## config.mk

```make
export PLATFORM = sky130hd
export DESIGN_NAME = message_mailbox_relay_unit
export DESIGN_NICKNAME = d
export VERILOG_FILES = /design/src/rtl/core/mmr_pkg.sv /design/src/rtl/core/mmr_desc_mem.sv /design/src/rtl/core/message_mailbox_relay_unit.sv
export SDC_FILE = /design/constraint.sdc
export NUM_CORES = 2
export LEC_CHECK = 0
export BUFFER_PORTS_ARGS = -buffer_cell sky130_fd_sc_hd__buf_2
export CORE_MARGIN = 2
export CORE_UTILIZATION = 35
export DETAILED_ROUTE_END_ITERATION = 10
export MAX_ROUTING_LAYER = met4
export PLACE_DENSITY = 0.46
export SLEW_MARGIN = 20
export SYNTH_ARGS = -nofsm -noshare
export SYNTH_HDL_FRONTEND = slang
export SYNTH_SLANG_ARGS = --single-unit
```

## constraint.sdc

```tcl
create_clock -name clk_i -period 13.68 [get_ports clk_i]
set_input_delay 1.368 -clock clk_i [delete_from_list [all_inputs] [get_ports clk_i]]
set_output_delay 1.368 -clock clk_i [all_outputs]
set_load 0.005 [all_outputs]
```

## src/rtl/core/mmr_pkg.sv

```systemverilog
// ----------------------------------------------------------------------------
// mmr_pkg
// shared types and constants of the message mailbox relay
// ----------------------------------------------------------------------------
`default_nettype none

package mmr_pkg;

  // request codes
  localparam logic [1:0] REQ_REGISTER = 2'd0;
  localparam logic [1:0] REQ_POLL     = 2'd1;
  localparam logic [1:0] REQ_SEND     = 2'd2;

  // client ids handed out: 1 .. IdLimit, the reply carries 8 bits
  localparam int unsigned MaxClients = 255;
  localparam logic [7:0]  IdLimit    = 8'((MaxClients < 255) ? MaxClients : 255);

  // stored message descriptor
  typedef struct packed {
    logic [7:0]  dest;
    logic [7:0]  src;
    logic [7:0]  flag;
    logic [10:0] length;
    logic [15:0] handle;
  } desc_t;

endpackage

`default_nettype wire

```

## src/rtl/core/mmr_desc_mem.sv

```systemverilog
// ----------------------------------------------------------------------------
// mmr_desc_mem
// descriptor store and link store, one shared read port, registered read data
// ----------------------------------------------------------------------------
`default_nettype none

module mmr_desc_mem #(
  parameter int unsigned Depth = 64,
  parameter int unsigned Aw    = 6
) (
  input  logic          clk_i,
  input  logic          rd_en_i,
  input  logic [Aw-1:0] rd_addr_i,
  output mmr_pkg::desc_t msg_rdata_o,
  output logic [Aw-1:0] link_rdata_o,
  input  logic          msg_we_i,
  input  logic [Aw-1:0] msg_waddr_i,
  input  mmr_pkg::desc_t msg_wdata_i,
  input  logic          link_we_i,
  input  logic [Aw-1:0] link_waddr_i,
  input  logic [Aw-1:0] link_wdata_i
);
  import mmr_pkg::*;

  desc_t         msg_mem  [Depth];
  logic [Aw-1:0] link_mem [Depth];

  always_ff @(posedge clk_i) begin
    if (msg_we_i) begin
      msg_mem[msg_waddr_i] <= msg_wdata_i;
    end
    if (link_we_i) begin
      link_mem[link_waddr_i] <= link_wdata_i;
    end
  end

  always_ff @(posedge clk_i) begin
    if (rd_en_i) begin
      msg_rdata_o  <= msg_mem[rd_addr_i];
      link_rdata_o <= link_mem[rd_addr_i];
    end
  end

endmodule

`default_nettype wire

```

## src/rtl/core/message_mailbox_relay_unit.sv

```systemverilog
// ----------------------------------------------------------------------------
// message_mailbox_relay_unit
// store-and-forward mailbox: client registration, message send and poll
// ----------------------------------------------------------------------------
//
// channel   direction  handshake                 payload
// in        input      in_valid_i / in_ready_o   req_type, dest_id, src_id, msg_flag,
//                                                msg_length, payload_handle
// out       output     out_valid_o / out_ready_i reply_to, reply_from, has_message,
//                                                out_flag, out_length, out_handle, dropped
//
// - one item at a time; in_ready_o is high only while the sequencer is idle
// - register: result straight away; poll: a walk of k entries, plus unlink and free
//   on a hit, where k is the number of stored messages walked in arrival order (k <= QUEUE_DEPTH)
// - send: the append, unless the queue is full, comes first, then the same walk as a poll
// - the walk is set by the single read port of the descriptor memory: one entry
//   per cycle, the next address taken straight from the registered link data
// - rst_ni clears pointers, counts and the output valid; the memories are not
//   cleared, a fill counter hands out never-used entries once the free stack is empty
// - a result waiting on out_ready_i holds only the final step of the next item
//
`default_nettype none

module message_mailbox_relay_unit #(
  parameter int unsigned QUEUE_DEPTH = 64
) (
  input  logic        clk_i,
  input  logic        rst_ni,
  input  logic        in_valid_i,
  output logic        in_ready_o,
  input  logic [1:0]  req_type_i,
  input  logic [7:0]  dest_id_i,
  input  logic [7:0]  src_id_i,
  input  logic [7:0]  msg_flag_i,
  input  logic [10:0] msg_length_i,
  input  logic [15:0] payload_handle_i,
  output logic        out_valid_o,
  input  logic        out_ready_i,
  output logic [7:0]  reply_to_o,
  output logic [7:0]  reply_from_o,
  output logic        has_message_o,
  output logic [7:0]  out_flag_o,
  output logic [10:0] out_length_o,
  output logic [15:0] out_handle_o,
  output logic        dropped_o
);
  import mmr_pkg::*;

  localparam int unsigned Aw   = $clog2(QUEUE_DEPTH);
  localparam int unsigned CntW = Aw + 1;
  localparam logic [CntW-1:0] QdCnt = CntW'(QUEUE_DEPTH);

  // sequencer states
  localparam logic [2:0] ST_IDLE    = 3'd0;
  localparam logic [2:0] ST_ALLOC   = 3'd1;  // read link of the free stack top
  localparam logic [2:0] ST_APPEND  = 3'd2;  // write descriptor, link after tail
  localparam logic [2:0] ST_SRCH_RD = 3'd3;  // read head entry
  localparam logic [2:0] ST_CHK     = 3'd4;  // compare one entry per cycle
  localparam logic [2:0] ST_UNLINK  = 3'd5;  // bypass the delivered entry
  localparam logic [2:0] ST_FREE    = 3'd6;  // push it on the free stack
  localparam logic [2:0] ST_DONE    = 3'd7;  // hand result to output register

  typedef struct packed {
    logic [7:0]  reply_to;
    logic [7:0]  reply_from;
    logic        has_message;
    logic [7:0]  flag;
    logic [10:0] length;
    logic [15:0] handle;
    logic        dropped;
  } result_t;

  // control state
  logic [2:0]      state_q, state_d;
  logic [7:0]      cnt_q, cnt_d;
  logic [Aw-1:0]   head_q, head_d;
  logic [Aw-1:0]   tail_q, tail_d;
  logic [CntW-1:0] occ_q, occ_d;
  logic [CntW-1:0] fresh_q, fresh_d;       // entries never used yet start here
  logic [Aw-1:0]   free_top_q, free_top_d; // free stack linked through link memory
  logic [CntW-1:0] free_cnt_q, free_cnt_d;
  logic [Aw-1:0]   idx_q, idx_d;
  logic            out_valid_q, out_valid_d;

  // payload state
  desc_t         desc_q, desc_d;
  result_t       res_q, res_d;
  result_t       out_q, out_d;
  logic [Aw-1:0] cur_q, cur_d;
  logic [Aw-1:0] prev_q, prev_d;
  logic [Aw-1:0] next_q, next_d;

  // memory port
  logic          rd_en;
  logic [Aw-1:0] rd_addr;
  desc_t         msg_rdata;
  logic [Aw-1:0] link_rdata;
  logic          msg_we;
  logic [Aw-1:0] msg_waddr;
  logic          link_we;
  logic [Aw-1:0] link_waddr;
  logic [Aw-1:0] link_wdata;
  logic [Aw-1:0] slot;

  mmr_desc_mem #(
    .Depth (QUEUE_DEPTH),
    .Aw    (Aw)
  ) u_mem (
    .clk_i        (clk_i),
    .rd_en_i      (rd_en),
    .rd_addr_i    (rd_addr),
    .msg_rdata_o  (msg_rdata),
    .link_rdata_o (link_rdata),
    .msg_we_i     (msg_we),
    .msg_waddr_i  (msg_waddr),
    .msg_wdata_i  (desc_q),
    .link_we_i    (link_we),
    .link_waddr_i (link_waddr),
    .link_wdata_i (link_wdata)
  );

  // reuse a freed entry first, otherwise take the next never-used one
  assign slot = (free_cnt_q != '0) ? free_top_q : fresh_q[Aw-1:0];

  assign in_ready_o = (state_q == ST_IDLE);

  always_comb begin
    state_d     = state_q;
    cnt_d       = cnt_q;
    head_d      = head_q;
    tail_d      = tail_q;
    occ_d       = occ_q;
    fresh_d     = fresh_q;
    free_top_d  = free_top_q;
    free_cnt_d  = free_cnt_q;
    idx_d       = idx_q;
    out_valid_d = out_valid_q;
    desc_d      = desc_q;
    res_d       = res_q;
    out_d       = out_q;
    cur_d       = cur_q;
    prev_d      = prev_q;
    next_d      = next_q;

    rd_en      = 1'b0;
    rd_addr    = head_q;
    msg_we     = 1'b0;
    msg_waddr  = slot;
    link_we    = 1'b0;
    link_waddr = tail_q;
    link_wdata = slot;

    if (out_valid_q && out_ready_i) begin
      out_valid_d = 1'b0;
    end

    unique case (state_q)
      ST_IDLE: begin
        if (in_valid_i) begin
          desc_d = '{dest: dest_id_i, src: src_id_i, flag: msg_flag_i,
                     length: msg_length_i, handle: payload_handle_i};
          res_d          = '0;
          res_d.reply_to = src_id_i;
          // start the walk at the head right away for a poll
          rd_en  = 1'b1;
          cur_d  = head_q;
          idx_d  = '0;
          unique case (req_type_i)
            REQ_REGISTER: begin
              if (cnt_q < IdLimit) begin
                cnt_d          = cnt_q + 8'd1;
                res_d.reply_to = cnt_q + 8'd1;
              end else begin
                res_d.reply_to = '0;
              end
              state_d = ST_DONE;
            end
            REQ_POLL: begin
              if (src_id_i == '0) begin
                state_d = ST_IDLE;
              end else if (occ_q == '0) begin
                state_d = ST_DONE;
              end else begin
                state_d = ST_CHK;
              end
            end
            REQ_SEND: begin
              if (src_id_i == '0 || dest_id_i == '0) begin
                state_d = ST_IDLE;
              end else if (occ_q == QdCnt) begin
                res_d.dropped = 1'b1;
                state_d       = ST_CHK;
              end else if (free_cnt_q != '0) begin
                state_d = ST_ALLOC;
              end else begin
                state_d = ST_APPEND;
              end
            end
            default: begin
              state_d = ST_IDLE;
            end
          endcase
        end
      end

      ST_ALLOC: begin
        rd_en   = 1'b1;
        rd_addr = free_top_q;
        state_d = ST_APPEND;
      end

      ST_APPEND: begin
        msg_we    = 1'b1;
        msg_waddr = slot;
        if (occ_q != '0) begin
          link_we    = 1'b1;
          link_waddr = tail_q;
          link_wdata = slot;
        end else begin
          head_d = slot;
        end
        tail_d = slot;
        occ_d  = occ_q + CntW'(1);
        if (free_cnt_q != '0) begin
          free_top_d = link_rdata;
          free_cnt_d = free_cnt_q - CntW'(1);
        end else begin
          fresh_d = fresh_q + CntW'(1);
        end
        state_d = ST_SRCH_RD;
      end

      ST_SRCH_RD: begin
        rd_en   = 1'b1;
        rd_addr = head_q;
        cur_d   = head_q;
        idx_d   = '0;
        state_d = ST_CHK;
      end

      ST_CHK: begin
        if (msg_rdata.dest == desc_q.src) begin
          res_d.reply_from  = msg_rdata.src;
          res_d.has_message = 1'b1;
          res_d.flag        = msg_rdata.flag;
          res_d.length      = msg_rdata.length;
          res_d.handle      = msg_rdata.handle;
          next_d            = link_rdata;
          state_d           = ST_UNLINK;
        end else if (CntW'(idx_q) + CntW'(1) == occ_q) begin
          state_d = ST_DONE;
        end else begin
          // follow the link without a bubble
          rd_en   = 1'b1;
          rd_addr = link_rdata;
          prev_d  = cur_q;
          cur_d   = link_rdata;
          idx_d   = idx_q + Aw'(1);
        end
      end

      ST_UNLINK: begin
        if (cur_q == head_q) begin
          head_d = next_q;
        end else begin
          link_we    = 1'b1;
          link_waddr = prev_q;
          link_wdata = next_q;
        end
        // removing the last entry moves the tail back
        if (cur_q == tail_q) begin
          tail_d = prev_q;
        end
        state_d = ST_FREE;
      end

      ST_FREE: begin
        link_we    = 1'b1;
        link_waddr = cur_q;
        link_wdata = free_top_q;
        free_top_d = cur_q;
        free_cnt_d = free_cnt_q + CntW'(1);
        occ_d      = occ_q - CntW'(1);
        state_d    = ST_DONE;
      end

      ST_DONE: begin
        if (!out_valid_q || out_ready_i) begin
          out_valid_d = 1'b1;
          out_d       = res_q;
          state_d     = ST_IDLE;
        end
      end

      default: begin
        state_d = ST_IDLE;
      end
    endcase
  end

  always_ff @(posedge clk_i or negedge rst_ni) begin
    if (!rst_ni) begin
      state_q     <= ST_IDLE;
      cnt_q       <= '0;
      head_q      <= '0;
      tail_q      <= '0;
      occ_q       <= '0;
      fresh_q     <= '0;
      free_top_q  <= '0;
      free_cnt_q  <= '0;
      idx_q       <= '0;
      out_valid_q <= 1'b0;
    end else begin
      state_q     <= state_d;
      cnt_q       <= cnt_d;
      head_q      <= head_d;
      tail_q      <= tail_d;
      occ_q       <= occ_d;
      fresh_q     <= fresh_d;
      free_top_q  <= free_top_d;
      free_cnt_q  <= free_cnt_d;
      idx_q       <= idx_d;
      out_valid_q <= out_valid_d;
    end
  end

  always_ff @(posedge clk_i) begin
    desc_q <= desc_d;
    res_q  <= res_d;
    out_q  <= out_d;
    cur_q  <= cur_d;
    prev_q <= prev_d;
    next_q <= next_d;
  end

  assign out_valid_o   = out_valid_q;
  assign reply_to_o    = out_q.reply_to;
  assign reply_from_o  = out_q.reply_from;
  assign has_message_o = out_q.has_message;
  assign out_flag_o    = out_q.flag;
  assign out_length_o  = out_q.length;
  assign out_handle_o  = out_q.handle;
  assign dropped_o     = out_q.dropped;

  // every entry handed out is either stored or on the free stack
  assert property (@(posedge clk_i) disable iff (!rst_ni)
    fresh_q == occ_q + free_cnt_q)
    else $error("entry accounting broken");

  assert property (@(posedge clk_i) disable iff (!rst_ni)
    occ_q <= QdCnt)
    else $error("occupancy above depth");

  // a delivery removes exactly one message
  assert property (@(posedge clk_i) disable iff (!rst_ni)
    state_q == ST_FREE |=> occ_q == $past(occ_q) - CntW'(1))
    else $error("delivery did not remove one message");

  // a stored message always has a nonzero source
  assert property (@(posedge clk_i) disable iff (!rst_ni)
    out_valid_o && has_message_o |-> reply_from_o != '0)
    else $error("delivered message with zero source");

  // a loaded result waits until taken before the next one is loaded
  assert property (@(posedge clk_i) disable iff (!rst_ni)
    out_valid_q && !out_ready_i |=> out_valid_q && $stable(out_q))
    else $error("result overwritten while stalled");

endmodule

`default_nettype wire
```

==> metrics.csv <==
metric,value,unit
dp_hpwl,284,mm
place_area,160000,um^2
drtAntennaViolNets,0,
synthCells,9743,
portBuffers,111,
gr-usage-met3,3.66,%
fin_worst_skew,0.0390,ns
tns,0,ns
critPathCaptureType,flip-flop,
worstSetupStartpointType,flip-flop,
arrival,8.28,ns
crit_family,buffers and inverters,
rsz0062_at_grt,false,
crit_top_cell,buf_4,
coreArea,431000,um^2
drt_first_pass_iters,8,
ys_ff_latch,3936,
grt_antenna_before_repair,43,
cts_sinks,3936,
postCtsSetupRepairBufs,0,
tritoncts,done,
cp.depth,15,
regArea,118000,um^2
run_status,finished clean,
cp_cell_sequence,nor2_4 -> buf_4 -> nand2_1 -> inv_1 -> nand2_1 -> or3_1 -> and3_4 -> buf_12 -> buf_4 -> buf_4 -> a32oi_1 -> a22oi_1 -> nand4_1 -> nand3_1 -> or3_1,
synth_cell_type_count,68,
finalHoldViolCount,0,
drive_above_1_share,10.8,%
insertion_delay,0.98,ns
synth-edff-count,3880,
ctsResizeCount,0,
leakagePower,53.5,nW
die_height,662,um
grt_usage,25.1,%
grt_overflow,0,
routed-via-count,96700,
hold_class,flip-flop to flip-flop,
stdcell_area,172000,um^2
crit_buf_inv,5,
p_per_area,242,nW/um^2
clockBufferDepth,4,
worstPathRequired,14.52,ns
cts_root_buf,clkbuf_16,
fill_cells,39300,
fin_crit,7.44,ns
netlist_area,152000,um^2
rows,241,
postLayoutCoreUtil,40.0,%
multi_input_area,31200,um^2
reg2regPathDepth,15,
grt_pass1_wl,762,mm
syn_nets,9815,
cts_inserted_buffers,415,
ir_drop,0.000485,V
relSlewSlack,18.8,%
ys_seq_area_share,77.7,%
worst_pin_slew,1.22,ns
top_usage_layer,met2,
first_iter_violations,13200,
area_growth,13.7,%
routabilityCongestion,0.813,
die_w,662,um
ys_async_sr_fraction,1.42,%
crit_fanout,157,
min_path_cells,0,
crit_type,flip-flop to flip-flop,
grt_pass1_vias,92500,
final_cell_mix,"3880 x edfxtp_1, 1325 x nand2_1, 1252 x a32oi_1",
setup_viol,0,
cts_hold_buf,0,
grt_use_met1,33.7,%
maxCapViolCount,0,
initial_core_util,35.2,%
total_power,41.7,mW
wl,554,mm
wl_per_cell,35.0,um
fin_crit_sh,54.4,%
timing.final.ws_setup,6.24,ns
io_pins,112,
drc,0,
crit_slowest_cell,buf_4,
synth_area_per_cell,15.6,um^2
nNetsFinal,9822,
yosysWarnings,0,
layout_commonest_cell,edfxtp_1,
place_ws,6.46,ns
grt_max_degree,209,
yosys_most_used_dff,edfxtp_1,
vias_per_cell,6.11,
fmaxAchievable,134,MHz
htreeDepth,5,
met2_usage,39.9,%
slowest_delay,0.95,ns
slew_viol_final,0,
clkTransAtPathRegs,0.06,ns
die_area,439000,um^2
## cells in the mapped netlist, drive strengths merged, types with 3 or more instances
master / n / area [um^2]
and3: 51 / 319
o31ai: 4 / 35.0
nor3b: 6 / 50.1
nand2b: 6 / 37.5
buf: 136 / 637
a21oi: 19 / 98.9
mux2: 3 / 33.8
inv: 17 / 63.8
nand2: 1325 / 4970
nand4: 313 / 1960
nor2b: 9 / 56.3
o21a: 3 / 22.5
a32oi: 1253 / 11000
a222oi: 4 / 40.0
or3: 53 / 332
nand3: 812 / 4060
xnor2: 39 / 342
a21o: 14 / 105
mux2i: 17 / 170
a22oi: 625 / 4700
o21ai: 126 / 631
a31oi: 6 / 37.5
nor4: 9 / 62.6
dfrtp: 56 / 1400
nor3: 16 / 80.1
edfxtp: 3880 / 117000
clkbuf: 694 / 2610
ha: 13 / 163
xor2: 18 / 158
o221ai: 6 / 52.6
or2: 10 / 62.6
nor2: 165 / 622
## worst reg2reg max path, delay by kind of cell, from the launching register on
family	cells	cell delay (ns)
buffers and inverters	5	3.59
flip-flops	1	0.74
AO/OA/AOI/OAI	2	0.47
AND/OR/NAND/NOR	8	2.48
## cell families after synthesis
logic type / after synthesis / share of synthesized area [%]
compound gates: 2082 / 11.1
xor+xnor: 57 / 0.329
fa+ha+maj: 15 / 0.134
buf+inv: 847 / 2.18
flops: 3936 / 77.7
mux: 20 / 0.134
simple gates: 2786 / 8.38
## final timing paths
kind / start / to / slack [ns]
max in group asynchronous: rst_ni / state_q[2] / 12.45
hold reg to reg: res_q[44] / reply_from_o[7] / 0.40
min in group asynchronous: rst_ni / cnt_q[2] / 0.57
setup / recovery: state_q[0] / u_mem.msg_rdata_o[34] / 6.24
setup reg to reg: state_q[0] / u_mem.msg_rdata_o[34] / 6.24
hold / removal: res_q[44] / reply_from_o[7] / 0.40
## metrics by stage
stage	std cells	hold slack [ns]
after floorplan	9743	0.400
after global placement	15000	0.403
after detailed placement	15000	0.406
after CTS	15800	0.399
after global routing	15800	0.413
final	15800	0.402
## per-layer routing
metal	share of wire (%)	vias to the layer above
li1	-	39800
met1	42	51300
met2	47	4717
met3	7.7	834
met4	3.1	0
met5	0	-
## layout make-up
cell class,count,area share [%]
clock inverters,232,1.11
inverters,17,0.0384
repair buffers,420,1.86
diodes,30,0.0435
clock buffers,516,6.33
well taps,5710,4.14
multi-input cells,4960,18.1
flip-flops and latches,3936,68.4
## state kept, by name (all words and copies together) (netlist names), 8 cells and up
| register | count |
|---|---|
| u_mem.msg_mem | 3264 |
| cnt_q | 8 |
| out_flag_o | 8 |
| out_length_o | 11 |
| res_q | 53 |
| desc_q | 51 |
| out_handle_o | 16 |
| u_mem.msg_rdata_o | 51 |
| u_mem.link_mem | 384 |
| reply_from_o | 8 |
| reply_to_o | 8 |
## report_power, final
part           switching, mW  internal, mW  total [mW]
clock                   4.75          6.11        10.9
combinational           12.0          4.19        16.1
sequential             0.366          14.3        14.7
total                   17.1          24.6        41.7
Note: power is estimated with default switching activity, not from simulation.
